<file path="config.mk">
export PLATFORM = sky130hd
export DESIGN_NAME = particle_sensor_frame_parser_unit_flat
export DESIGN_NICKNAME = d
export VERILOG_FILES = /design/src/sv/pspf_pkg.sv /design/src/sv/pspf_in_if.sv /design/src/sv/pspf_out_if.sv /design/src/sv/particle_sensor_frame_parser_unit.sv /design/src/sv/pspf_frame_parser.sv /design/src/sv/pspf_out_queue.sv /design/src/flat_wrapper.sv
export VERILOG_INCLUDE_DIRS = /design/src /design/src/sv
export SDC_FILE = /design/constraint.sdc
export NUM_CORES = 1
export LEC_CHECK = 0
export ABC_AREA = 1
export BUFFER_PORTS_ARGS = -buffer_cell sky130_fd_sc_hd__buf_2
export CELL_PAD_IN_SITES_DETAIL_PLACEMENT = 0
export CELL_PAD_IN_SITES_GLOBAL_PLACEMENT = 2
export CORE_ASPECT_RATIO = 0.75
export CORE_MARGIN = 2
export CORE_UTILIZATION = 41
export DETAILED_ROUTE_END_ITERATION = 8
export PLACE_DENSITY = 0.82
export SYNTH_ARGS = -nofsm -noshare
export SYNTH_HDL_FRONTEND = slang
export SYNTH_HIERARCHICAL = 1
export SYNTH_SLANG_ARGS = --single-unit
</file>
<file path="constraint.sdc">
create_clock -name clk -period 10.95 [get_ports clk]
set_clock_uncertainty 0.15 [all_clocks]
set_input_delay 2.19 -clock clk [delete_from_list [all_inputs] [get_ports clk]]
set_output_delay 2.19 -clock clk [all_outputs]
set_load 0.1 [all_outputs]
</file>
<file path="src/sv/assert_macros.svh">
// Assertion macros shared by the frame parser modules.
`ifndef ASSERT_MACROS_SVH
`define ASSERT_MACROS_SVH
`ifndef SYNTHESIS
// Check a property on every rising clock edge, with reset held off.
`define PSPF_ASSERT(label, prop) \
    label: assert property (@(posedge clk) disable iff (!rst_n) prop) \
        else $error("pspf assertion failed");
// Check a property on every rising clock edge, reset included.
`define PSPF_ASSERT_ALWAYS(label, prop) \
    label: assert property (@(posedge clk) prop) \
        else $error("pspf assertion failed");
`else
`define PSPF_ASSERT(label, prop)
`define PSPF_ASSERT_ALWAYS(label, prop)
`endif
`endif

</file>
<file path="src/sv/pspf_pkg.sv">
// Package with frame constants, status codes and result types.
`timescale 1ns / 1ps
package pspf_pkg;

    localparam logic [7:0]  START_FIRST       = 8'h42;
    localparam logic [7:0]  START_SECOND      = 8'h4D;
    localparam logic [15:0] START_SUM         = 16'h008F;
    localparam logic [15:0] FRAME_LENGTH_WORD = 16'h001C;

    // Frame byte positions
    localparam logic [4:0] IDX_FIRST_BODY  = 5'd2;
    localparam logic [4:0] IDX_LENGTH_LO   = 5'd3;
    localparam logic [4:0] IDX_VALUE_FIRST = 5'd11;
    localparam logic [4:0] IDX_VALUE_LAST  = 5'd27;
    localparam logic [4:0] IDX_SUM_END     = 5'd30;
    localparam logic [4:0] IDX_LAST        = 5'd31;

    localparam int VALUE_COUNT = 9;

    typedef logic [15:0] word_t;

    typedef enum logic [1:0] {
        STATUS_OK           = 2'd0,
        STATUS_BAD_START    = 2'd1,
        STATUS_BAD_LENGTH   = 2'd2,
        STATUS_BAD_CHECKSUM = 2'd3
    } status_t;

    typedef struct packed {
        status_t                     status;
        word_t [VALUE_COUNT-1:0]     values;
    } result_t;

endpackage

</file>
<file path="src/sv/pspf_in_if.sv">
// Byte input channel: valid, ready and one received byte.
`timescale 1ns / 1ps
interface pspf_in_if;
    logic       valid;
    logic       ready;
    logic [7:0] rx_byte;

    modport source (output valid, output rx_byte, input ready);
    modport sink   (input valid, input rx_byte, output ready);
endinterface

</file>
<file path="src/sv/pspf_out_if.sv">
// Result channel: valid, ready, status and the nine value words.
`timescale 1ns / 1ps
interface pspf_out_if;
    logic        valid;
    logic        ready;
    logic [1:0]  status;
    logic [15:0] pm1_0;
    logic [15:0] pm2_5;
    logic [15:0] pm10;
    logic [15:0] count_0_3;
    logic [15:0] count_0_5;
    logic [15:0] count_1_0;
    logic [15:0] count_2_5;
    logic [15:0] count_5_0;
    logic [15:0] count_10;

    modport source (output valid, output status, output pm1_0, output pm2_5, output pm10,
                    output count_0_3, output count_0_5, output count_1_0,
                    output count_2_5, output count_5_0, output count_10, input ready);
    modport sink   (input valid, input status, input pm1_0, input pm2_5, input pm10,
                    input count_0_3, input count_0_5, input count_1_0,
                    input count_2_5, input count_5_0, input count_10, output ready);
endinterface

</file>
<file path="src/sv/particle_sensor_frame_parser_unit.sv">
// Particle sensor frame parser: top level joining the parser and result queue.
//
// Takes one serial byte per beat and parses 32-byte frames that open with 0x42 0x4D.
// A byte is taken every cycle while the result queue has room; the parser updates
// its state in the cycle the byte is accepted, and the result of a frame (or of a
// bad second start byte) is pushed into the result queue and offered on the result
// channel once it heads the queue. Results pass through a two-entry queue, so input
// ready drops only when two results wait unclaimed. Status: 0 ok, 1 bad second start
// byte, 2 bad length, 3 bad checksum; the nine value words read zero on every error.
`timescale 1ns / 1ps
module particle_sensor_frame_parser_unit (
    input  logic       clk,
    input  logic       rst_n,
    pspf_in_if.sink    rx,
    pspf_out_if.source frame
);
    import pspf_pkg::*;

    logic    beat;
    logic    emit;
    logic    queue_ready;
    result_t parse_result;
    result_t out_data;

    assign rx.ready = queue_ready;
    assign beat     = rx.valid && queue_ready;

    pspf_frame_parser u_parser (
        .clk     (clk),
        .rst_n   (rst_n),
        .beat    (beat),
        .in_byte (rx.rx_byte),
        .emit    (emit),
        .result  (parse_result)
    );

    pspf_out_queue u_queue (
        .clk        (clk),
        .rst_n      (rst_n),
        .push       (emit),
        .push_data  (parse_result),
        .push_ready (queue_ready),
        .pop_valid  (frame.valid),
        .pop_ready  (frame.ready),
        .pop_data   (out_data)
    );

    // Spread the result beat over the channel fields
    assign frame.status    = out_data.status;
    assign frame.pm1_0     = out_data.values[0];
    assign frame.pm2_5     = out_data.values[1];
    assign frame.pm10      = out_data.values[2];
    assign frame.count_0_3 = out_data.values[3];
    assign frame.count_0_5 = out_data.values[4];
    assign frame.count_1_0 = out_data.values[5];
    assign frame.count_2_5 = out_data.values[6];
    assign frame.count_5_0 = out_data.values[7];
    assign frame.count_10  = out_data.values[8];

endmodule

</file>
<file path="src/sv/pspf_frame_parser.sv">
// Frame state machine: start hunt, word assembly, checksum and result build.
`timescale 1ns / 1ps
`include "assert_macros.svh"
module pspf_frame_parser (
    input  logic              clk,
    input  logic              rst_n,
    input  logic              beat,
    input  logic [7:0]        in_byte,
    output logic              emit,
    output pspf_pkg::result_t result
);
    import pspf_pkg::*;

    typedef enum logic [2:0] {
        PH_HUNT    = 3'b001,
        PH_SECOND  = 3'b010,
        PH_COLLECT = 3'b100
    } phase_t;

    phase_t                  phase_reg, phase_next;
    logic [4:0]              idx_reg, idx_next;
    logic [15:0]             sum_reg, sum_next;
    logic [15:0]             len_reg, len_next;
    logic [7:0]              pend_reg, pend_next;
    word_t [VALUE_COUNT-1:0] value_reg;
    logic                    wr_en;
    logic [3:0]              wr_idx;
    logic [4:0]              value_off;
    word_t                   word;
    status_t                 status;
    logic                    with_values;

    assign word      = {pend_reg, in_byte};
    assign value_off = idx_reg - IDX_VALUE_FIRST;
    assign wr_idx    = value_off[4:1];

    // Advance the frame state on each accepted beat
    always_comb
    begin
        phase_next  = phase_reg;
        idx_next    = idx_reg;
        sum_next    = sum_reg;
        len_next    = len_reg;
        pend_next   = pend_reg;
        wr_en       = 1'b0;
        emit        = 1'b0;
        status      = STATUS_OK;
        with_values = 1'b0;
        if (beat)
        begin
            case (phase_reg)
                PH_SECOND:
                begin
                    if (in_byte != START_SECOND)
                    begin
                        // Drop back to hunting without looking at this byte again
                        phase_next = PH_HUNT;
                        emit       = 1'b1;
                        status     = STATUS_BAD_START;
                    end
                    else
                    begin
                        sum_next   = START_SUM;
                        idx_next   = IDX_FIRST_BODY;
                        phase_next = PH_COLLECT;
                    end
                end
                PH_COLLECT:
                begin
                    if (idx_reg < IDX_SUM_END)
                        sum_next = sum_reg + {8'd0, in_byte};
                    // Wraps to zero after the last frame byte
                    idx_next = idx_reg + 5'd1;
                    if (!idx_reg[0])
                        pend_next = in_byte;
                    else if (idx_reg == IDX_LENGTH_LO)
                        len_next = word;
                    else if (idx_reg >= IDX_VALUE_FIRST && idx_reg <= IDX_VALUE_LAST)
                        wr_en = 1'b1;
                    else if (idx_reg == IDX_LAST)
                    begin
                        phase_next = PH_HUNT;
                        emit       = 1'b1;
                        if (len_reg != FRAME_LENGTH_WORD)
                            status = STATUS_BAD_LENGTH;
                        else if (sum_reg != word)
                            status = STATUS_BAD_CHECKSUM;
                        else
                            with_values = 1'b1;
                    end
                end
                default:
                begin
                    // Hunting, and any stray phase code
                    phase_next = (in_byte == START_FIRST) ? PH_SECOND : PH_HUNT;
                end
            endcase
        end
    end

    // Build the result; value words read zero on any error
    always_comb
    begin
        result.status = status;
        result.values = with_values ? value_reg : '0;
    end

    // Hold control state
    always_ff @(posedge clk or negedge rst_n)
    begin
        if (!rst_n)
        begin
            phase_reg <= PH_HUNT;
            idx_reg   <= '0;
            sum_reg   <= '0;
            len_reg   <= '0;
            pend_reg  <= '0;
        end
        else
        begin
            phase_reg <= phase_next;
            idx_reg   <= idx_next;
            sum_reg   <= sum_next;
            len_reg   <= len_next;
            pend_reg  <= pend_next;
        end
    end

    // Store value words as they complete
    always_ff @(posedge clk)
    begin
        if (wr_en)
            value_reg[wr_idx] <= word;
    end

    `PSPF_ASSERT(a_emit_back_to_hunt, emit |=> phase_reg == PH_HUNT)
    `PSPF_ASSERT(a_collect_past_start, (phase_reg == PH_COLLECT) |-> (idx_reg >= IDX_FIRST_BODY))
    `PSPF_ASSERT(a_error_zero_values, (emit && status != STATUS_OK) |-> (result.values == '0))

endmodule

</file>
<file path="src/sv/pspf_out_queue.sv">
// Two-entry result queue between the parser and the result channel.
`timescale 1ns / 1ps
`include "assert_macros.svh"
module pspf_out_queue (
    input  logic              clk,
    input  logic              rst_n,
    input  logic              push,
    input  pspf_pkg::result_t push_data,
    output logic              push_ready,
    output logic              pop_valid,
    input  logic              pop_ready,
    output pspf_pkg::result_t pop_data
);
    import pspf_pkg::*;

    result_t    slot_reg [2];
    logic       wr_ptr_reg, wr_ptr_next;
    logic       rd_ptr_reg, rd_ptr_next;
    logic [1:0] count_reg, count_next;
    logic       pop;

    assign pop        = pop_valid && pop_ready;
    assign pop_valid  = (count_reg != 2'd0);
    assign push_ready = (count_reg != 2'd2);
    assign pop_data   = slot_reg[rd_ptr_reg];

    // Advance pointers and occupancy
    always_comb
    begin
        wr_ptr_next = push ? ~wr_ptr_reg : wr_ptr_reg;
        rd_ptr_next = pop ? ~rd_ptr_reg : rd_ptr_reg;
        count_next  = count_reg;
        if (push && !pop)
            count_next = count_reg + 2'd1;
        else if (pop && !push)
            count_next = count_reg - 2'd1;
    end

    always_ff @(posedge clk or negedge rst_n)
    begin
        if (!rst_n)
        begin
            wr_ptr_reg <= 1'b0;
            rd_ptr_reg <= 1'b0;
            count_reg  <= 2'd0;
        end
        else
        begin
            wr_ptr_reg <= wr_ptr_next;
            rd_ptr_reg <= rd_ptr_next;
            count_reg  <= count_next;
        end
    end

    // Capture a new result beat
    always_ff @(posedge clk)
    begin
        if (push)
            slot_reg[wr_ptr_reg] <= push_data;
    end

    `PSPF_ASSERT_ALWAYS(a_count_in_range, count_reg != 2'd3)
    `PSPF_ASSERT(a_no_push_when_full, (count_reg == 2'd2) |-> !push)
    `PSPF_ASSERT(a_pop_drains, (pop && !push) |=> count_reg == $past(count_reg) - 2'd1)

endmodule

</file>
<file path="src/flat_wrapper.sv">
// flat-port wrapper written by rule: the top's interface ports become plain ports
module particle_sensor_frame_parser_unit_flat import pspf_pkg::*;
  (clk, rst_n, rx_valid, rx_rx_byte, rx_ready, frame_valid, frame_status, frame_pm1_0, frame_pm2_5, frame_pm10, frame_count_0_3, frame_count_0_5, frame_count_1_0, frame_count_2_5, frame_count_5_0, frame_count_10, frame_ready);
  pspf_in_if rx_i ();
  pspf_out_if frame_i ();
  input  logic clk;
  input  logic rst_n;
  input wire logic [$bits(rx_i.valid)-1:0] rx_valid;
  input wire logic [$bits(rx_i.rx_byte)-1:0] rx_rx_byte;
  output wire logic [$bits(rx_i.ready)-1:0] rx_ready;
  output wire logic [$bits(frame_i.valid)-1:0] frame_valid;
  output wire logic [$bits(frame_i.status)-1:0] frame_status;
  output wire logic [$bits(frame_i.pm1_0)-1:0] frame_pm1_0;
  output wire logic [$bits(frame_i.pm2_5)-1:0] frame_pm2_5;
  output wire logic [$bits(frame_i.pm10)-1:0] frame_pm10;
  output wire logic [$bits(frame_i.count_0_3)-1:0] frame_count_0_3;
  output wire logic [$bits(frame_i.count_0_5)-1:0] frame_count_0_5;
  output wire logic [$bits(frame_i.count_1_0)-1:0] frame_count_1_0;
  output wire logic [$bits(frame_i.count_2_5)-1:0] frame_count_2_5;
  output wire logic [$bits(frame_i.count_5_0)-1:0] frame_count_5_0;
  output wire logic [$bits(frame_i.count_10)-1:0] frame_count_10;
  input wire logic [$bits(frame_i.ready)-1:0] frame_ready;
  assign rx_i.valid = rx_valid;
  assign rx_i.rx_byte = rx_rx_byte;
  assign rx_ready = rx_i.ready;
  assign frame_valid = frame_i.valid;
  assign frame_status = frame_i.status;
  assign frame_pm1_0 = frame_i.pm1_0;
  assign frame_pm2_5 = frame_i.pm2_5;
  assign frame_pm10 = frame_i.pm10;
  assign frame_count_0_3 = frame_i.count_0_3;
  assign frame_count_0_5 = frame_i.count_0_5;
  assign frame_count_1_0 = frame_i.count_1_0;
  assign frame_count_2_5 = frame_i.count_2_5;
  assign frame_count_5_0 = frame_i.count_5_0;
  assign frame_count_10 = frame_i.count_10;
  assign frame_i.ready = frame_ready;
  particle_sensor_frame_parser_unit u_core (.clk(clk), .rst_n(rst_n), .rx(rx_i), .frame(frame_i));
endmodule
</file>
==> key figures <==
Job
  – MaxCap Viol Count: 0

CTS
  – CTS buffer count: between 40 and 50
  – TritonCTS clock tree: yes
  – CTS root buffer: clkbuf_16
  – CTS H-tree lvls: 2
  – Post-CTS Resized: 0
  – Post-CTS setup buffer count: 0
  – Clock tree buffer depth: 3
  – Post-CTS Hold Fix Bufs: 0
  – Clk slew on worst S/H paths: around 60 ps
  – CTS sink cnt: 488
  – Worst skew pair latency: 580 ps

Final layout
  – Final core occ: 47.8%
  – Area occupied by multi-input gates: 4710 um^2
  – Layout area overhead: 15.0%
  – Register area: ~14000 um^2
  – Proportion of layout cells with a drive suffix above 1: between 10% and 20%
  – Post-route design area: about 23000 um^2
  – Nets: 1734
  – Number of fill cells in the layout: 4125
  – Number of flip-flops under the largest register name: roughly 290

Global route
  – Largest net degree at the start of global routing: approximately 120
  – Vias in the first global route: 11100
  – GR Overflow Total: 0
  – First-pass GRT wire length: 69100 um
  – GR Util All Layers: a little under a fifth
  – Initial antenna violation count: 4

Die
  – Die area: 49800 um^2
  – Height of the die: slightly below 200 um
  – Row count: approximately 70
  – Ports: 160
  – Core Area: approximately 47000 um^2
  – Die width: 257 um
  – Initial core utilization: between 40 and 50%

Worst setup path
  – Most frequent CP cell: nand2_1
  – Worst reg2reg startpoint: u_core/u_parser/phase_reg[1]$_DFFE_PN0P_
  – Crit Path Class: flop to primary output
  – Capture point of the worst reg-to-reg path: u_core/u_queue/slot_reg[1][132]$_DFFE_PP_
  – Setup slack, reg-to-reg: around 6000 ps
  – Crit-path leading delay family: buffers and inverters
  – Worst setup EP type: primary output
  – Critical Path Source: u_core/u_queue/rd_ptr_reg$_DFFE_PN0P_
  – Worst Path Arrival: a little under 4000 ps
  – WP data required: between 8000 and 9000 ps
  – CP Cell Sequence: inv_4 -> buf_4 -> nand2_1 -> nand2_1 -> buf_2
  – WP depth: 5
  – Crit path capture: frame_pm1_0[7]
  – Reg2reg path depth: 8
  – Slowest CP cell: buf_4
  – Buf/Inv on CP: 3
  – Worst-path maximum fanout: 93
  – Startpoint Class: flop
  – CP peak stage delay: ~940 ps

Drt
  – DR vias: approximately 12000
  – Met2 WL: 21600 um
  – Met3 wire len: between 2000 and 3000 um
  – M1 WL: ~21000 um
  – Starting DRT DRC Count: 980
  – Vias per cell: 4.96
  – Final WL: between 40000 and 50000 um
  – Post-route ant nets: 0
  – Post-route DRC: 0
  – Drt wl/cell: between 15 and 20 um
  – Highest routed layer: met4
  – Initial DRT Pass Iterations: 5

Run status
  – Outcome: complete, no violations

Power and ir drop
  – Max VDD drop: around 0.11 mV
  – P per Cell Area: between 150 and 200 nW/um^2
  – Leak pwr: roughly 9.4 nW
  – Total power: 0.00403 W

Yosys
  – Mapped Nets: 1579
  – Post-Syn Instances: between 1500 and 2000
  – Yosys Warn Count: 6
  – Seq/Total Area, Yosys: roughly three quarters
  – EDFF count, synth: 436
  – Top post-synthesis cells by area: edfxtp_1, nand2_1, dfrtp_1, nor3b_1, nor3b_2
  – Flops & latches, synth: 488
  – FFs w/ async S/R, synth: roughly a tenth
  – Top cell type's share of synthesized area: 66.4%
  – Syn Std Cell Area: 19700 um^2
  – Top_reg_cell synth: edfxtp_1
  – Synth cell types: 37
  – Synth area leader: edfxtp_1
  – Avg Inst Size Synth: approximately 13 um^2

STA
  – Max Freq: 161 MHz
  – Final critical-path required period: around 6200 ps
  – Slew margin rel.: a little over a quarter
  – RSZ-0062 raised after global routing: no
  – Min Hold Slack: between 300 and 400 ps
  – Tightest Pin Transition: ~1100 ps
  – Total Neg Setup Slack: 0 ps
  – Pins Over Slew Limit: 0
  – Final Hold Vio Count: 0
  – Tcrit/Tclk final: ~57%
  – # setup viols final: 0

Place
  – Placed Area: 21100 um^2
  – Port-buffer cells: 159
  – Gpl congestion: about 0.76
  – Final HPWL DP: around 26000 um

Hold path
  – Type of the tightest min-delay check: flop to flop
-- through the flow --
stage,cells,setup slack [ps]
after floorplan,1555,857
after global placement,2299,4480
after detailed placement,2299,4430
after CTS,2386,4660
after global routing,2386,4460
final,2388,4730
-- how the worst min path moves through the flow --
stage               slack (ps)  cells after the start                                 endpoint                               startpoint
detailed placement         310                      2   u_core/u_parser/len_reg[5]$_DFFE_PN0P_   u_core/u_parser/len_reg[5]$_DFFE_PN0P_
global placement           310                      2   u_core/u_parser/len_reg[5]$_DFFE_PN0P_   u_core/u_parser/len_reg[5]$_DFFE_PN0P_
floorplan                  290                      2   u_core/u_parser/len_reg[5]$_DFFE_PN0P_   u_core/u_parser/len_reg[5]$_DFFE_PN0P_
global route               360                      2  u_core/u_parser/len_reg[12]$_DFFE_PN0P_  u_core/u_parser/len_reg[12]$_DFFE_PN0P_
finish                     330                      2   u_core/u_parser/len_reg[5]$_DFFE_PN0P_   u_core/u_parser/len_reg[5]$_DFFE_PN0P_
CTS                        330                      2   u_core/u_parser/len_reg[5]$_DFFE_PN0P_   u_core/u_parser/len_reg[5]$_DFFE_PN0P_
-- cell families (layout without fill, tap and decap cells) --
kind of cell	count (synthesis)	count (layout)	synth area share (%)
simple gates	856	856	21.0
other cells	0	2	0
fa+ha+maj	12	12	0.800
buf+inv	138	330	3.33
compound gates	52	52	1.44
flops	488	488	73.1
xor+xnor	9	9	0.400
-- report_power, final --
| part | switching [W] | internal, W | total, W |
|---|---|---|---|
| Clock | 0.000685 | 0.000946 | 0.00163 |
| Combinational | 0.000277 | 0.0000495 | 0.000327 |
| Sequential | 0.0000601 | 0.00202 | 0.00208 |
| Total | 0.00102 | 0.00301 | 0.00403 |
-- worst register-to-register path, delay by kind of cell (launching register included) --
kind	cells	cell delay, ps
DFF	1	420
AOI/OAI and AO/OA	1	470
buffers and inverters	3	1690
and+or+nand+nor	4	1770
-- cells in the final DEF (no fill, tap or decap), drive strengths merged, types with 2 or more instances in the layout --
| master | instances |
|---|---|
| dfrtp | 51 |
| a21oi | 7 |
| clkbuf | 68 |
| a2bb2oi | 2 |
| buf | 176 |
| diode | 2 |
| ha | 11 |
| bufinv | 5 |
| nand3 | 36 |
| nor3 | 12 |
| inv | 67 |
| clkinv | 13 |
| xnor2 | 3 |
| nor3b | 144 |
| or2 | 2 |
| edfxtp | 436 |
| nand2 | 595 |
| nand4 | 12 |
| nand3b | 3 |
| nor2 | 52 |
| o21ai | 39 |
| xor2 | 6 |
-- synthesized netlist by cell type (all sizes together), types with 2 or more instances --
| cell | count |
|---|---|
| nand2 | 595 |
| edfxtp | 436 |
| nor3b | 144 |
| inv | 67 |
| buf | 63 |
| nor2 | 52 |
| dfrtp | 51 |
| o21ai | 39 |
| nand3 | 36 |
| nand4 | 12 |
| nor3 | 12 |
| ha | 11 |
| clkbuf | 8 |
| a21oi | 7 |
| xor2 | 6 |
| nand3b | 3 |
| xnor2 | 3 |
| a2bb2oi | 2 |
| or2 | 2 |
-- area by class of cell --
type                    count  area share (%)
diodes                      2          0.0221
well taps                 639            3.53
inverters                  67            1.14
clock inverters            19            1.10
flip-flops and latches    488            63.6
multi-input cells         929            20.8
clock buffers              68            5.72
repair buffers            176            4.13
-- metal layers --
metal  vias up  GRT usage (%)
met5         -              0
met4         0           4.26
met3        47           2.85
met2       304           28.6
met1      5828           27.2
li1       5656              -
Note: power is estimated with default switching activity, not from simulation.
